===== src/sds_pkg.sv =====
`timescale 1ns / 1ps
// ----------------------------------------------------------------------------
// sds_pkg
// Shared types and constants for the SCAN disk scheduler.
// ----------------------------------------------------------------------------
package sds_pkg;

    localparam int MAX_REQUESTS = 32;

    localparam int CYL_W       = 16;
    localparam int SEEK_W      = 17;
    localparam int CYL_CNT_W   = 17;
    localparam int CFG_IDX_W   = 2;
    localparam int CFG_DATA_W  = 17;
    localparam int IN_TDATA_W  = 16;
    localparam int OUT_TDATA_W = 40;

    typedef enum logic [CFG_IDX_W-1:0] {
        CFG_START_HEAD = 2'd0,
        CFG_CYL_COUNT  = 2'd1,
        CFG_SWEEP_UP   = 2'd2
    } t_cfg_idx;

    typedef enum logic [3:0] {
        ST_IDLE,
        ST_INS_RD,
        ST_INS_CMP,
        ST_SPL_RD,
        ST_SPL_CMP,
        ST_A_RD,
        ST_A_MV,
        ST_END_MV,
        ST_B_RD,
        ST_B_MV
    } t_state;

    typedef enum logic [1:0] {
        ADDR_IDX,
        ADDR_IDX_M1,
        ADDR_IDX_M2,
        ADDR_IDX_P1
    } t_addr_sel;

    typedef struct packed {
        logic      load;
        logic      ins_shift;
        logic      ins_place;
        logic      svc_start;
        logic      idx_inc;
        logic      idx_dec;
        logic      split_take;
        logic      idx_from_split;
        logic      move;
        logic      move_end;
        logic      final_visit;
        logic      clear_count;
        t_addr_sel addr_sel;
    } t_cmd;

    typedef struct packed {
        logic idx_zero;
        logic idx_one;
        logic idx_eq_cnt;
        logic idx_p1_eq_cnt;
        logic split_zero;
        logic split_eq_cnt;
        logic full;
        logic end_flag;
        logic gt_req;
        logic ge_head;
        logic up;
        logic out_busy;
    } t_stat;

endpackage


===== src/sds_ctrl.sv =====
`timescale 1ns / 1ps
// ----------------------------------------------------------------------------
// sds_ctrl
// Sequencer for insertion, split search and the two sweep phases.
// ----------------------------------------------------------------------------
module sds_ctrl (
    input  logic           i_clk,
    input  logic           i_rst_n,
    input  logic           i_in_valid,
    output logic           o_in_ready,
    input  sds_pkg::t_stat i_stat,
    output sds_pkg::t_cmd  o_cmd
);

    sds_pkg::t_state r_state;
    sds_pkg::t_state n_state;
    logic            w_asc;
    logic            w_done;

    always_ff @(posedge i_clk) begin
        if (!i_rst_n) begin
            r_state <= sds_pkg::ST_IDLE;
        end else begin
            r_state <= n_state;
        end
    end

    always_comb begin
        n_state    = r_state;
        o_cmd      = '0;
        o_cmd.addr_sel = sds_pkg::ADDR_IDX;
        o_in_ready = 1'b0;
        w_asc  = (r_state == sds_pkg::ST_A_RD || r_state == sds_pkg::ST_A_MV) ?
                 i_stat.up : !i_stat.up;
        w_done = w_asc ? i_stat.idx_eq_cnt : i_stat.idx_zero;
        unique case (r_state)
            sds_pkg::ST_IDLE: begin
                o_in_ready = 1'b1;
                if (i_in_valid) begin
                    o_cmd.load = 1'b1;
                    n_state    = sds_pkg::ST_INS_RD;
                end
            end
            sds_pkg::ST_INS_RD, sds_pkg::ST_INS_CMP: begin
                o_cmd.addr_sel = (r_state == sds_pkg::ST_INS_RD) ?
                                 sds_pkg::ADDR_IDX_M1 : sds_pkg::ADDR_IDX_M2;
                if (r_state == sds_pkg::ST_INS_CMP && i_stat.gt_req) begin
                    o_cmd.ins_shift = 1'b1;
                    if (i_stat.idx_one) begin
                        n_state = sds_pkg::ST_INS_RD;
                    end
                end else if (r_state == sds_pkg::ST_INS_RD && !i_stat.full &&
                             !i_stat.idx_zero) begin
                    n_state = sds_pkg::ST_INS_CMP;
                end else begin
                    o_cmd.ins_place = !i_stat.full;
                    if (i_stat.end_flag) begin
                        o_cmd.svc_start = 1'b1;
                        n_state         = sds_pkg::ST_SPL_RD;
                    end else begin
                        n_state = sds_pkg::ST_IDLE;
                    end
                end
            end
            sds_pkg::ST_SPL_RD: begin
                if (i_stat.idx_eq_cnt) begin
                    o_cmd.split_take = 1'b1;
                    n_state          = sds_pkg::ST_A_RD;
                end else begin
                    n_state = sds_pkg::ST_SPL_CMP;
                end
            end
            sds_pkg::ST_SPL_CMP: begin
                o_cmd.addr_sel = sds_pkg::ADDR_IDX_P1;
                if (i_stat.ge_head) begin
                    o_cmd.split_take = 1'b1;
                    n_state          = sds_pkg::ST_A_RD;
                end else begin
                    o_cmd.idx_inc = 1'b1;
                    if (i_stat.idx_p1_eq_cnt) begin
                        o_cmd.split_take = 1'b1;
                        n_state          = sds_pkg::ST_A_RD;
                    end
                end
            end
            sds_pkg::ST_A_RD, sds_pkg::ST_B_RD: begin
                o_cmd.addr_sel = w_asc ? sds_pkg::ADDR_IDX : sds_pkg::ADDR_IDX_M1;
                if (!w_done) begin
                    n_state = (r_state == sds_pkg::ST_A_RD) ?
                              sds_pkg::ST_A_MV : sds_pkg::ST_B_MV;
                end else if (r_state == sds_pkg::ST_A_RD) begin
                    n_state = sds_pkg::ST_END_MV;
                end else begin
                    o_cmd.clear_count = 1'b1;
                    n_state           = sds_pkg::ST_IDLE;
                end
            end
            sds_pkg::ST_A_MV, sds_pkg::ST_B_MV: begin
                o_cmd.addr_sel = w_asc ? sds_pkg::ADDR_IDX : sds_pkg::ADDR_IDX_M1;
                if (!i_stat.out_busy) begin
                    o_cmd.move    = 1'b1;
                    o_cmd.idx_inc = w_asc;
                    o_cmd.idx_dec = !w_asc;
                    if (r_state == sds_pkg::ST_B_MV) begin
                        o_cmd.final_visit = w_asc ? i_stat.idx_p1_eq_cnt :
                                                    i_stat.idx_one;
                    end
                    if (o_cmd.final_visit) begin
                        o_cmd.clear_count = 1'b1;
                        n_state           = sds_pkg::ST_IDLE;
                    end else begin
                        n_state = (r_state == sds_pkg::ST_A_MV) ?
                                  sds_pkg::ST_A_RD : sds_pkg::ST_B_RD;
                    end
                end
            end
            sds_pkg::ST_END_MV: begin
                if (!i_stat.out_busy) begin
                    o_cmd.move           = 1'b1;
                    o_cmd.move_end       = 1'b1;
                    o_cmd.idx_from_split = 1'b1;
                    o_cmd.final_visit    = i_stat.up ? i_stat.split_zero :
                                                       i_stat.split_eq_cnt;
                    if (o_cmd.final_visit) begin
                        o_cmd.clear_count = 1'b1;
                        n_state           = sds_pkg::ST_IDLE;
                    end else begin
                        n_state = sds_pkg::ST_B_RD;
                    end
                end
            end
            default: begin
                n_state = sds_pkg::ST_IDLE;
            end
        endcase
    end

endmodule


===== src/sds_dpath.sv =====
`timescale 1ns / 1ps
// ----------------------------------------------------------------------------
// sds_dpath
// Request store, index and split registers, head tracking and result register.
// ----------------------------------------------------------------------------
module sds_dpath #(
    parameter int MaxRequests = sds_pkg::MAX_REQUESTS
) (
    input  logic                              i_clk,
    input  logic                              i_rst_n,
    input  sds_pkg::t_cmd                     i_cmd,
    output sds_pkg::t_stat                    o_stat,
    input  logic                              i_cfg_we,
    input  logic [sds_pkg::CFG_IDX_W-1:0]     i_cfg_idx,
    input  logic [sds_pkg::CFG_DATA_W-1:0]    i_cfg_data,
    input  logic [sds_pkg::CYL_W-1:0]         i_req,
    input  logic                              i_batch_end,
    input  logic                              i_out_ready,
    output logic                              o_out_valid,
    output logic [sds_pkg::OUT_TDATA_W-1:0]   o_out_tdata,
    output logic                              o_out_last
);

    localparam int IW = $clog2(MaxRequests + 1);
    localparam int AW = (MaxRequests > 1) ? $clog2(MaxRequests) : 1;
    localparam int PadW = sds_pkg::OUT_TDATA_W - sds_pkg::CYL_W - sds_pkg::SEEK_W;

    logic [sds_pkg::CYL_W-1:0]     r_store [MaxRequests];
    logic [sds_pkg::CYL_W-1:0]     r_rd_data;
    logic [sds_pkg::CYL_W-1:0]     r_start_head;
    logic [sds_pkg::CYL_CNT_W-1:0] r_cyl_count;
    logic                          r_sweep_up;
    logic [IW-1:0]                 r_count;
    logic [IW-1:0]                 r_idx;
    logic [IW-1:0]                 r_split;
    logic [sds_pkg::CYL_W-1:0]     r_req;
    logic                          r_end;
    logic [sds_pkg::CYL_W-1:0]     r_head;
    logic [sds_pkg::SEEK_W-1:0]    r_sum;
    logic                          r_out_valid;
    logic [sds_pkg::CYL_W-1:0]     r_visit;
    logic [sds_pkg::SEEK_W-1:0]    r_seek;
    logic                          r_final;

    logic [sds_pkg::CYL_W-1:0]     w_last;
    logic [sds_pkg::CYL_W-1:0]     w_req_sat;
    logic [sds_pkg::CYL_W-1:0]     w_start_sat;
    logic [IW:0]                   w_idx_p1;
    logic [IW-1:0]                 w_rd_idx;
    logic [sds_pkg::CYL_W-1:0]     w_cyl;
    logic [sds_pkg::CYL_W-1:0]     w_delta;
    logic [sds_pkg::SEEK_W-1:0]    n_sum;

    always_comb begin
        if (r_cyl_count == '0) begin
            w_last = '0;
        end else if (r_cyl_count[sds_pkg::CYL_CNT_W-1]) begin
            w_last = '1;
        end else begin
            w_last = r_cyl_count[sds_pkg::CYL_W-1:0] - 1'b1;
        end
    end

    assign w_req_sat   = (i_req > w_last) ? w_last : i_req;
    assign w_start_sat = (r_start_head > w_last) ? w_last : r_start_head;
    assign w_idx_p1    = {1'b0, r_idx} + 1'b1;

    always_comb begin
        unique case (i_cmd.addr_sel)
            sds_pkg::ADDR_IDX:    w_rd_idx = r_idx;
            sds_pkg::ADDR_IDX_M1: w_rd_idx = r_idx - 1'b1;
            sds_pkg::ADDR_IDX_M2: w_rd_idx = r_idx - 2'd2;
            sds_pkg::ADDR_IDX_P1: w_rd_idx = w_idx_p1[IW-1:0];
            default:              w_rd_idx = r_idx;
        endcase
    end

    always_comb begin
        if (!i_cmd.move_end) begin
            w_cyl = r_rd_data;
        end else if (r_sweep_up) begin
            w_cyl = w_last;
        end else begin
            w_cyl = '0;
        end
        w_delta = (w_cyl >= r_head) ? (w_cyl - r_head) : (r_head - w_cyl);
        n_sum   = r_sum + {1'b0, w_delta};
    end

    always_ff @(posedge i_clk) begin
        if (i_cmd.ins_shift) begin
            r_store[r_idx[AW-1:0]] <= r_rd_data;
        end else if (i_cmd.ins_place) begin
            r_store[r_idx[AW-1:0]] <= r_req;
        end
        r_rd_data <= r_store[w_rd_idx[AW-1:0]];
    end

    always_ff @(posedge i_clk) begin
        if (!i_rst_n) begin
            r_start_head <= '0;
            r_cyl_count  <= sds_pkg::CYL_CNT_W'(65536);
            r_sweep_up   <= 1'b1;
            r_count      <= '0;
            r_out_valid  <= 1'b0;
        end else begin
            if (i_cfg_we) begin
                unique case (sds_pkg::t_cfg_idx'(i_cfg_idx))
                    sds_pkg::CFG_START_HEAD:
                        r_start_head <= i_cfg_data[sds_pkg::CYL_W-1:0];
                    sds_pkg::CFG_CYL_COUNT: r_cyl_count <= i_cfg_data;
                    sds_pkg::CFG_SWEEP_UP:  r_sweep_up <= i_cfg_data[0];
                    default: ;
                endcase
            end
            if (i_cmd.clear_count) begin
                r_count <= '0;
            end else if (i_cmd.ins_place) begin
                r_count <= r_count + 1'b1;
            end
            if (i_cmd.move) begin
                r_out_valid <= 1'b1;
            end else if (i_out_ready) begin
                r_out_valid <= 1'b0;
            end
        end
    end

    always_ff @(posedge i_clk) begin
        if (i_cmd.load) begin
            r_req <= w_req_sat;
            r_end <= i_batch_end;
            r_idx <= r_count;
        end else if (i_cmd.svc_start) begin
            r_idx <= '0;
        end else if (i_cmd.idx_from_split) begin
            r_idx <= r_split;
        end else if (i_cmd.ins_shift || i_cmd.idx_dec) begin
            r_idx <= r_idx - 1'b1;
        end else if (i_cmd.idx_inc) begin
            r_idx <= w_idx_p1[IW-1:0];
        end
        if (i_cmd.split_take) begin
            r_split <= i_cmd.idx_inc ? w_idx_p1[IW-1:0] : r_idx;
        end
        if (i_cmd.svc_start) begin
            r_head <= w_start_sat;
            r_sum  <= '0;
        end else if (i_cmd.move) begin
            r_head <= w_cyl;
            r_sum  <= n_sum;
        end
        if (i_cmd.move) begin
            r_visit <= w_cyl;
            r_seek  <= n_sum;
            r_final <= i_cmd.final_visit;
        end
    end

    assign o_stat.idx_zero      = (r_idx == '0);
    assign o_stat.idx_one       = (r_idx == IW'(1));
    assign o_stat.idx_eq_cnt    = (r_idx == r_count);
    assign o_stat.idx_p1_eq_cnt = (w_idx_p1 == {1'b0, r_count});
    assign o_stat.split_zero    = (r_split == '0);
    assign o_stat.split_eq_cnt  = (r_split == r_count);
    assign o_stat.full          = (r_count == IW'(MaxRequests));
    assign o_stat.end_flag      = r_end;
    assign o_stat.gt_req        = (r_rd_data > r_req);
    assign o_stat.ge_head       = (r_rd_data >= r_head);
    assign o_stat.up            = r_sweep_up;
    assign o_stat.out_busy      = r_out_valid && !i_out_ready;

    assign o_out_valid = r_out_valid;
    assign o_out_tdata = {{PadW{1'b0}}, r_seek, r_visit};
    assign o_out_last  = r_final;

endmodule


===== src/scan_disk_scheduler.sv =====
`timescale 1ns / 1ps
// ----------------------------------------------------------------------------
// scan_disk_scheduler
// Collects a sorted batch of cylinder requests and serves it in SCAN order.
// ----------------------------------------------------------------------------
// Channel   Direction  Handshake              Contents
// s_axis    in         s_axis_tvalid/tready   request cylinder, tlast = batch end
// m_axis    out        m_axis_tvalid/tready   visit cylinder and seek total,
//                                             tlast = final visit
// cfg       in         i_cfg_we               register index and write data
//
// A request into an empty or a full store needs no compare; otherwise it is
// compared and shifted past each larger stored entry in the request memory,
// whose single write port moves one entry per cycle.
// On a batch end, the split search reads one entry per cycle, and each request
// visit then passes a memory read state and a move state that waits on a stall.
// Reset clears the request count and the result valid flag; the store is not cleared.
// A stalled result holds the sweep; a new request is taken once the last visit
// is in the result register.
// ----------------------------------------------------------------------------
module scan_disk_scheduler #(
    parameter int MaxRequests = sds_pkg::MAX_REQUESTS
) (
    input  logic                            i_clk,
    input  logic                            i_rst_n,
    input  logic                            s_axis_tvalid,
    output logic                            s_axis_tready,
    // [15:0] request_cylinder
    input  logic [sds_pkg::IN_TDATA_W-1:0]  s_axis_tdata,
    input  logic                            s_axis_tlast,
    output logic                            m_axis_tvalid,
    input  logic                            m_axis_tready,
    // [15:0] visit_cylinder, [32:16] seek_total, [39:33] zero
    output logic [sds_pkg::OUT_TDATA_W-1:0] m_axis_tdata,
    output logic                            m_axis_tlast,
    input  logic                            i_cfg_we,
    input  logic [sds_pkg::CFG_IDX_W-1:0]   i_cfg_idx,
    input  logic [sds_pkg::CFG_DATA_W-1:0]  i_cfg_data
);

    sds_pkg::t_cmd  w_cmd;
    sds_pkg::t_stat w_stat;

    sds_ctrl u_ctrl (
        .i_clk      (i_clk),
        .i_rst_n    (i_rst_n),
        .i_in_valid (s_axis_tvalid),
        .o_in_ready (s_axis_tready),
        .i_stat     (w_stat),
        .o_cmd      (w_cmd)
    );

    sds_dpath #(
        .MaxRequests (MaxRequests)
    ) u_dpath (
        .i_clk       (i_clk),
        .i_rst_n     (i_rst_n),
        .i_cmd       (w_cmd),
        .o_stat      (w_stat),
        .i_cfg_we    (i_cfg_we),
        .i_cfg_idx   (i_cfg_idx),
        .i_cfg_data  (i_cfg_data),
        .i_req       (s_axis_tdata[sds_pkg::CYL_W-1:0]),
        .i_batch_end (s_axis_tlast),
        .i_out_ready (m_axis_tready),
        .o_out_valid (m_axis_tvalid),
        .o_out_tdata (m_axis_tdata),
        .o_out_last  (m_axis_tlast)
    );

endmodule


===== config.mk =====
export PLATFORM = sky130hd
export DESIGN_NAME = scan_disk_scheduler
export DESIGN_NICKNAME = d
export VERILOG_FILES = /design/src/sds_pkg.sv /design/src/sds_ctrl.sv /design/src/sds_dpath.sv /design/src/scan_disk_scheduler.sv
export SDC_FILE = /design/constraint.sdc
export NUM_CORES = 1
export LEC_CHECK = 0
export BUFFER_PORTS_ARGS = -buffer_cell sky130_fd_sc_hd__buf_2
export CAP_MARGIN = 20
export CELL_PAD_IN_SITES_DETAIL_PLACEMENT = 0
export CELL_PAD_IN_SITES_GLOBAL_PLACEMENT = 1
export CORE_ASPECT_RATIO = 1.2
export CORE_MARGIN = 5
export CORE_UTILIZATION = 45
export CTS_BUF_LIST = sky130_fd_sc_hd__clkbuf_8
export DETAILED_ROUTE_END_ITERATION = 6
export PLACE_DENSITY = 0.73
export SLEW_MARGIN = 20
export SYNTH_ARGS = -nofsm -noshare
export SYNTH_HDL_FRONTEND = slang
export SYNTH_HIERARCHICAL = 1
export SYNTH_SLANG_ARGS = --single-unit

===== constraint.sdc =====
create_clock -name i_clk -period 7.2 [get_ports i_clk]
set_clock_uncertainty 0.1 [all_clocks]
set_input_delay 0.36 -clock i_clk [delete_from_list [all_inputs] [get_ports i_clk]]
set_output_delay 0.36 -clock i_clk [all_outputs]
set_load 0.005 [all_outputs]

After elaboration in Yosys (flattened, before gate mapping) --
Memory sizes are Yosys's and may differ from the RTL's. A register that Yosys moved wholly into a read port is not among the register bits. Index checks and enable logic that the tools add are counted.
Storage, ports and cells: bits in writable memories 512, register bits 141, word-level logic and storage cells 161, memories kept 1
Memories:
- u_dpath.r_store | depth 32, bits a word 16, read ports 1, clocked after memory_dff 1, wr ports 1, line sds_dpath.sv:28 | logic [sds_pkg::CYL_W-1:0] r_store [MaxRequests];
Cells by class: reductions and logical operators 28, bitwise gates (word level) 2, multiplexer cells 78, equal/unequal tests 24, $lt $le $gt $ge 5, $add $sub $neg 8
Operators by type and width (number):
- 16-bit 2-to-1 mux | 10
- 16-bit > comparator | 3
- 4-bit 2-to-1 mux | 12
- 1-bit 2-to-1 mux | 33
- 16-bit greater-or-equal comparator | 2
- 16-bit subtractor | 2
- 6-bit 2-to-1 mux | 5
- 4-bit one-hot mux with 7 select lines | 1
- 5-bit one-hot mux with 4 select lines | 1
- 17-bit by 16-bit adder with 17-bit output | 1
- 17-bit zero test | 1
- 4-bit by 3-bit == test with 1-bit output, second input constant | 4
- 16-bit by 1-bit subtractor with 16-bit output, second input constant | 1
- 2-bit 2-to-1 mux | 7
- 6-bit == test | 2
- 6-bit zero test | 2
- 4-bit by 2-bit == test with 1-bit output, second input constant | 2
- 4-bit == test, second input constant | 2
- 1-bit one-hot mux with 2 select lines | 4
- 2-bit OR reduction | 4
- 6-bit by 1-bit adder with 7-bit output, second input constant | 1
- 7-bit by 6-bit == test with 1-bit output | 1
- 6-bit by 1-bit adder with 6-bit output, second input constant | 1
- 2-bit == test, second input constant | 3
- 24 further kinds | 40

Depth between registers and ports, before layout --
Gate-level depths: netlist of the first run.
word-level depth 12, depth in mapped cells 28, gate-level depth less buffers 25

Modules after synthesis --
Netlist of the first run, hierarchy kept.
Modules (own cells, without submodules):
- sds_dpath | times used 1, area each 32108.3 µm², cells an instance 2462, sequential area each 19168.4 µm²
- sds_ctrl | times used 1, area each 742.0 µm², cells an instance 108, sequential area each 80.1 µm²

Worst setup path after synthesis of the first run --
OpenSTA, ideal clock, no wires.
path kind reg2reg, start point register u_ctrl.r_state[1], end point register u_dpath/r_sum[16] (netlist name), slack 1.609 ns, clock period less this slack 5.591 ns, library setup time 0.071 ns, cell stages (with the launch flop) 28, data arrival time 5.420 ns, data required time 7.029 ns, path buffers 7, cell sequence dfxtp_1 buf_4 buf_2 inv_1 nor4_1 clkbuf_1 nand3_1 buf_2 o22ai_1 ha_1 buf_2 a211o_1 a21oi_1 o2bb2ai_1 o221ai_2 buf_2 a211oi_1 o32ai_1 xor2_1 ha_1 clkbuf_1 nand2_1 o21ai_0 a21oi_1 o211ai_1 a221oi_1 or3_1 a21oi_1
RTL lines:
- start, declared | line sds_ctrl.sv:15 | sds_pkg::t_state r_state;
- start signal, assigned | line sds_ctrl.sv:22 | r_state <= sds_pkg::ST_IDLE;
- start signal, assigned | line sds_ctrl.sv:24 | r_state <= n_state;
- end signal, assigned | line sds_dpath.sv:151 | r_sum <= n_sum;
- end, declared | line sds_dpath.sv:39 | logic [sds_pkg::SEEK_W-1:0] r_sum;

Final worst setup path of the first run --
start point register u_dpath/r_cyl_count[2] (netlist name), end point register u_dpath/r_sum[11] (netlist name)
On the way: longest elaborated chain between the ends 8, elaborated cells on any way between the ends 11, those cells by class add/sub (4); order compare (1); mux (5); reduce/logical (1)
RTL lines:
- start, declared | line sds_dpath.sv:31 | logic [sds_pkg::CYL_CNT_W-1:0] r_cyl_count;
- start signal, assigned | line sds_dpath.sv:102 | r_cyl_count <= sds_pkg::CYL_CNT_W'(65536);
- start signal, assigned | line sds_dpath.sv:111 | sds_pkg::CFG_CYL_COUNT: r_cyl_count <= i_cfg_data;
- 16-bit by 1-bit subtractor with 16-bit output | line sds_dpath.sv:60 | w_last = r_cyl_count[sds_pkg::CYL_W-1:0] - 1'b1;
- 16-bit 2-to-1 mux | line sds_dpath.sv:57 | end else if (r_cyl_count[sds_pkg::CYL_CNT_W-1]) begin
- 16-bit 2-to-1 mux * | line sds_dpath.sv:55 | if (r_cyl_count == '0) begin
- 16-bit 2-to-1 mux * | line sds_dpath.sv:81 | end else if (r_sweep_up) begin
- 16-bit 2-to-1 mux * | line sds_dpath.sv:79 | if (!i_cmd.move_end) begin
- net u_dpath.w_cyl, one bit | line sds_dpath.sv:50 | logic [sds_pkg::CYL_W-1:0] w_cyl;
- 16-bit subtractor / 16-bit greater-or-equal comparator (equally long branches) | line sds_dpath.sv:86 | w_delta = (w_cyl >= r_head) ? (w_cyl - r_head) : (r_head - w_cyl);
- 16-bit 2-to-1 mux * | line sds_dpath.sv:86
- 17-bit by 16-bit adder with 17-bit output * | line sds_dpath.sv:87 | n_sum = r_sum + {1'b0, w_delta};
Mark *: on every way through the listed nets, which the timed path passes. The rest lies on a longest branch. A chain may end at the register's enable or synchronous reset.

==> results.toml, run 1 <==
[worst_hold_path]
hold_class = "in2reg"
min_path_cells = 5
whs_endpoint = "u_ctrl/r_state[0]"
min_from = "s_axis_tvalid"

[synth]
ys_types = 97
synth.ff_latch_count = 669
syn_area_sq_um = 32900
synth-edff-count = 585
synth_top_cell_area_share = 0.535
ys.flop_type = "edfxtp_1"
synthMostInstantiatedCell = "edfxtp_1"
synthTopCellsByArea = "edfxtp_1 (53%), mux4_2 (5.3%), dfxtp_1 (5.1%)"
synth_common_cells = "edfxtp_1 (585), nand2_1 (226), nor2_1 (145)"
ys_warn_count = 6
synthArstFlopShare = 0
yosysSeqAreaShare = 0.586
synth_top_area_cell = "edfxtp_1"
synthCells = 2570
avgSynthCellArea_sq_um = 12.8

[layout]
fin_area_sq_um = 36900
synthToLayoutAreaGrowth_pct = 12.3
layout-drive-gt1-share = 0.165
final_nets = 2886

[clock_network]
cts_max_level = 3
cts_tree = "done"
cts_root_buf = "clkbuf_8"
clk_latency_ns = 0.73
cts.clk_slew.worst_paths_ns = 0.06
numCtsBuffers = 103
cts_max_path_buffers = 3
clock-sinks = 669
post_cts_buffers = 0

[detailed_routing]
drt_wl_total_mm = 91.9
via_per_inst = 6.00
num_vias = 22427
remaining_drc_errors = 0
dr.first_iter.drc_count = 1817
wl_per_cell_um = 24.6
ant_nets = 0
first_pass_iters = 6

[die]
start_util = 0.454
die_w_um = 257
dieArea_sq_um = 78500
std_cell_rows = 108
pin_count = 84
die_height_um = 306
fp.coreArea_sq_um = 72400

[timing]
maxSlewViolCount = 0
worstMarginPinSlew_ns = 1.14
rsz0062_at_grt = "no"
finalHoldViolations = 0
min_period_ns = 6.33
clock.fmax_mhz = 158
setup_tns_ns = 0
fin_crit_sh = 0.879
layout_setup_ws_ns = 0.874
max_slew_margin = 0.240
setup_viol = 0

[worst_setup_path]
r2r_slack_ns = 0.87
crit_path_start_kind = "flop"
critical_path_required_ns = 7.70
rr_endpoint = "u_dpath/r_sum[11]"
end_kind = "flop"
r2r_start = "u_dpath/r_cyl_count[2]"
reg2reg_depth = 21
critPathKind = "reg2reg"
crit_chain = "nor4_1 -> buf_4 -> nand2_1 -> o41a_1 -> a311oi_1 -> o22ai_1 -> ha_1 -> nand4_1 -> nor2_1 -> nand3_1 -> o221ai_2 -> buf_4 -> mux2_2 -> ha_1 -> a211oi_1 -> nor3_1 -> o21ai_0 -> nand2_1 -> a21oi_1 -> nor4_1 -> a311o_1"
critPathArrivalTime_ns = 6.83
crit_path_top_delay_cell = "a311oi_1"
path_max_fanout = 18
cpPeakStageDelay_ns = 0.58

[grt]
grt_pass1_wl_mm = 139
overflow = 0
first_global_vias = 22849
grt_max_degree = 61
antenna_found_initial = 3
grt_use_total = 0.228

[placed_design]
place_area_sq_um = 34500
gp_congestion = 0.884
pre_cts_ws_ns = 0.931
port-buffer-count = 76
dpl.hpwl_mm = 60.7

[run]
cap_viol_max_count = 0

[status]
status = "completed"
[routing by layer]
layer	global-route usage	share of wire	vias up
li1	-	-	10167
met1	0.272	0.39	11211
met2	0.413	0.52	853
met3	0.0360	0.057	196
met4	0.0958	0.040	0
met5	0	0	-
[per-stage QoR]
step                hold WS, ns  std cells  utilization
floorplan                 0.353       2576            -
CTS                      0.0317       3734        0.509
detailed placement        0.386       3505        0.477
global placement          0.386       3504        0.477
global route              0.134       3735        0.509
finish                    0.107       3735        0.509
[registers in the layout, indices dropped and copies added, names as in the netlist, 4 cells and up]
signal and count:
u_dpath/r_rd_data 16, u_dpath/r_visit 16, u_dpath/r_start_head 16, u_dpath/r_req 16
u_dpath/r_cyl_count 17, u_dpath/r_split 6, u_dpath/r_seek 17, u_ctrl/r_state 4
u_dpath/r_idx 6, u_dpath/r_head 16, u_dpath/r_store 512, u_dpath/r_count 6
u_dpath/r_sum 17
[kinds of logic (layout without fill, tap and decap cells)]
group / Yosys count / count (layout) / share of synthesized area
buffers and inverters: 282 / 505 / 0.0366
xor gates and xnor gates: 79 / 79 / 0.0219
other: 1 / 8 / 0.000114
adders and majority gates: 128 / 128 / 0.0494
AOI/OAI and AO/OA: 630 / 630 / 0.132
DFF: 669 / 669 / 0.586
and+or+nand+nor: 592 / 592 / 0.0857
muxes: 189 / 189 / 0.0883
[layout make-up]
type / instances / area, sq um
flip-flops and latches: 669 / 19200
well taps: 935 / 1170
repair buffers: 207 / 1510
diodes: 1 / 2.50
clock inverters: 81 / 449
inverters: 111 / 417
multi-input cells: 1625 / 12600
clock buffers: 106 / 1460
fillers: 6213 / 35600
[how the worst max path moves through the flow]
| stage | slack [ns] | startpoint | depth (start not counted) | endpoint |
|---|---|---|---|---|
| 6_report | 0.87 | u_dpath/r_cyl_count[2] | 21 | u_dpath/r_sum[11] |
| 5_1_grt | 0.46 | u_ctrl/r_state[2] | 22 | u_dpath/r_sum[16] |
| 4_1_cts | 0.92 | u_dpath/r_cyl_count[2] | 22 | u_dpath/r_sum[13] |
| 3_5_place_dp | 0.93 | u_dpath/r_cyl_count[2] | 22 | u_dpath/r_sum[13] |
| 3_3_place_gp | 1.04 | u_dpath/r_cyl_count[2] | 22 | u_dpath/r_sum[13] |
| 2_1_floorplan | 1.61 | u_ctrl/r_state[1] | 27 | u_dpath/r_sum[16] |
[critical path, delay by kind of cell (launching register included)]
kind                     cells  cell delay, ns
AO/OA/AOI/OAI                8            2.82
AND/OR/NAND/NOR              8            1.19
adder cells (fa/ha/maj)      2            0.80
buffers and inverters        2            0.54
multiplexers                 1            0.39
flip-flops                   1            0.35
[cells in the final DEF, fill, tap and decap left out, types with 20 or more instances in the layout]
| cell | Yosys | layout |
|---|---|---|
| mux2_2 | 27 | 27 |
| inv_1 | 109 | 149 |
| mux4_2 | 78 | 78 |
| clkbuf_8 | 0 | 106 |
| dfxtp_1 | 84 | 83 |
| nand4_1 | 38 | 38 |
| a21o_1 | 33 | 33 |
| nor2_1 | 145 | 143 |
| a221oi_1 | 28 | 27 |
| o21ai_0 | 92 | 78 |
| ha_1 | 125 | 125 |
| dlygate4sd3_1 | 0 | 42 |
| a21oi_1 | 131 | 130 |
| o21a_1 | 27 | 27 |
| xor2_1 | 27 | 27 |
| a211oi_1 | 25 | 25 |
| buf_2 | 36 | 76 |
| o211ai_1 | 41 | 41 |
| o22ai_1 | 20 | 20 |
| o221ai_1 | 30 | 30 |
| and3_1 | 24 | 24 |
| nand2_1 | 226 | 224 |
| a21boi_0 | 35 | 35 |
| a31oi_1 | 39 | 39 |
| edfxtp_1 | 585 | 585 |
| mux2i_1 | 84 | 84 |
| xnor2_1 | 50 | 46 |
| nand3_1 | 38 | 38 |
| buf_4 | 22 | 86 |
[repair_timing]
| action | 4_1_cts | 5_1_grt |
|---|---|---|
| resized for setup | 0 | 0 |
| hold endpoints to repair | 52 | 0 |
| hold buffers | 42 | 0 |
Power of run 1 is not shown: default switching activity piles up to over one toggle a cycle in this logic, so the estimate is an artifact.
==> inputs of run 2 (changes only) <==
--- a/config.mk
+++ b/config.mk
@@ -14,4 +14,5 @@
 export CORE_UTILIZATION = 45
 export CTS_BUF_LIST = sky130_fd_sc_hd__clkbuf_8
+export CTS_CLUSTER_SIZE = 28
 export DETAILED_ROUTE_END_ITERATION = 6
 export PLACE_DENSITY = 0.73
==> constraint.sdc (replaced) <==
create_clock -name i_clk -period 7.2 [get_ports i_clk]
set_clock_uncertainty 0.1 [all_clocks]
set_input_delay 0 -clock i_clk [delete_from_list [all_inputs] [get_ports i_clk]]
set_output_delay 0 -clock i_clk [all_outputs]
set_load 0.005 [all_outputs]
==> run 2 against run 1 <==
Final area increased by 1.4%. Sequential share of layout area decreased by 0.71 points. Sequential cell count unchanged. Highest routed layer is now met5. First-iteration DRC count increased by 17%. Non-clock buffer count increased by 31. Die area unchanged. Count of clock-buffer cells in the layout increased by 6. Global-route usage increased by 0.15 points. Critical path depth increased by 1. Wire length increased by 0.58%. Worst setup slack got worse by 0.060 ns.
==> results.toml, run 2 (synthesis results as in run 1) <==
[layout]
final_util = 0.516
regArea_sq_um = 19200
n_fill_cell = 6136
synthToLayoutAreaGrowth_pct = 13.8
final_nets = 2920
final_cell_mix = "edfxtp_1 (585), nand2_1 (224), nor2_1 (143)"
fin_area_sq_um = 37400
layout-drive-gt1-share = 0.164
mostFrequentLayoutCell = "edfxtp_1"
multi_input_area_sq_um = 12600
largest_reg_flops = 512

[clock_network]
post_cts_resize_count = 0
numCtsBuffers = 106
clk_latency_ns = 0.73
cts_root_buf = "clkbuf_8"
cts.clk_slew.worst_paths_ns = 0.06
cts_max_level = 3
clock-sinks = 669
cts_tree = "done"
cts_max_path_buffers = 3
post_cts_buffers = 0

[grt]
grt_pass1_wl_mm = 140
overflow = 0
grt_use_total = 0.230
first_global_vias = 22842
antenna_found_initial = 4
grt_max_degree = 111

[placed_design]
pre_cts_ws_ns = 0.856
gp_congestion = 0.937
dpl.hpwl_mm = 60.1
place_area_sq_um = 34500
port-buffer-count = 76

[die]
start_util = 0.454
fp.coreArea_sq_um = 72400
dieArea_sq_um = 78500
die_w_um = 257
std_cell_rows = 108
pin_count = 84
die_height_um = 306

[timing]
max_slew_margin = 0.263
worstMarginPinSlew_ns = 1.10
rsz0062_at_grt = "no"
layout_setup_ws_ns = 0.815
maxSlewViolCount = 0
setup_viol = 0
setup_tns_ns = 0
fin_crit_sh = 0.887
min_period_ns = 6.39
clock.fmax_mhz = 157
finalHoldViolations = 0

[detailed_routing]
remaining_drc_errors = 0
wl_per_cell_um = 24.5
num_vias = 22579
via_per_inst = 5.98
ant_nets = 0
drt_wl_total_mm = 92.5
dr.first_iter.drc_count = 2120
first_pass_iters = 6

[worst_setup_path]
critPathKind = "reg2reg"
crit_path_start_kind = "flop"
critical_path_required_ns = 7.55
path_max_fanout = 21
end_kind = "flop"
critPathArrivalTime_ns = 6.74

[status]
status = "completed"

[run]
cap_viol_max_count = 0

[worst_hold_path]
hold_class = "in2reg"
run 2: cell types whose count changed in the layout (fill, tap and decap cells not counted), sizes merged:
cell / change
dlygate4sd3: +35
clkbuf: +6
clkinvlp: -2
buf: -4
clkinv: +8
inv: -8
bufinv: +4
run 2: timing repair:
| item | CTS | global route |
|---|---|---|
| hold buffers | 77 | 0 |
| hold endpoints to repair | 87 | 0 |
| endpoints found under the setup margin | 0 | 0 |
run 2: worst max-delay path: stages (launching register included):
cell and delay [ns]:
dfxtp_1 0.35, nor4_1 0.31, buf_4 0.23, nand2_1 0.11, o41a_1 0.36, a311oi_1 0.63
o22ai_1 0.28, ha_1 0.50, nand4_1 0.19, nor2_1 0.17, nand3_1 0.11, o221ai_2 0.26
buf_4 0.32, a211oi_1 0.10, o32ai_1 0.17, xor2_1 0.28, ha_1 0.36, a21oi_1 0.22
o21ai_0 0.15, a21oi_1 0.18, o211ai_1 0.17, a221oi_1 0.45, xnor2_1 0.11
run 2: per-stage QoR:
stage | hold WS [ns] | instances
floorplan | -0.00113 | 2576
global placement | 0.0797 | 3500
detailed placement | 0.0819 | 3500
CTS | 0.0112 | 3772
global route | 0.0829 | 3774
finish | 0.0786 | 3774
run 2: path summary, 6_finish.rpt:
kind | to | from | slack, ns | cells after the start
setup reg to reg | u_dpath/r_seek[16] | u_dpath/r_cyl_count[2] | 0.81 | 22
hold / removal | u_dpath/r_cyl_count[1] | i_cfg_data[1] | 0.08 | 4
hold reg to reg | u_dpath/r_start_head[0] | u_dpath/r_start_head[0] | 0.39 | 2
setup / recovery | u_dpath/r_seek[16] | u_dpath/r_cyl_count[2] | 0.81 | 22
run 2: area by class of cell:
class                   instances  share of cell area
clock buffers                 112              0.0412
diodes                          1           0.0000669
multi-input cells            1625               0.338
repair buffers                238              0.0489
inverters                     111              0.0111
flip-flops and latches        669               0.515
clock inverters                83              0.0148
well taps                     935              0.0313
run 2: metal layers:
| metal | track usage | share of wire | routed length (um) |
|---|---|---|---|
| met1 | 0.282 | 0.39 | 35900 |
| met2 | 0.408 | 0.51 | 47100 |
| met3 | 0.0362 | 0.062 | 5740 |
| met4 | 0.0920 | 0.040 | 3730 |
| met5 | 0 | 0.00012 | 11 |
Power of run 2 is left out for the same reason.
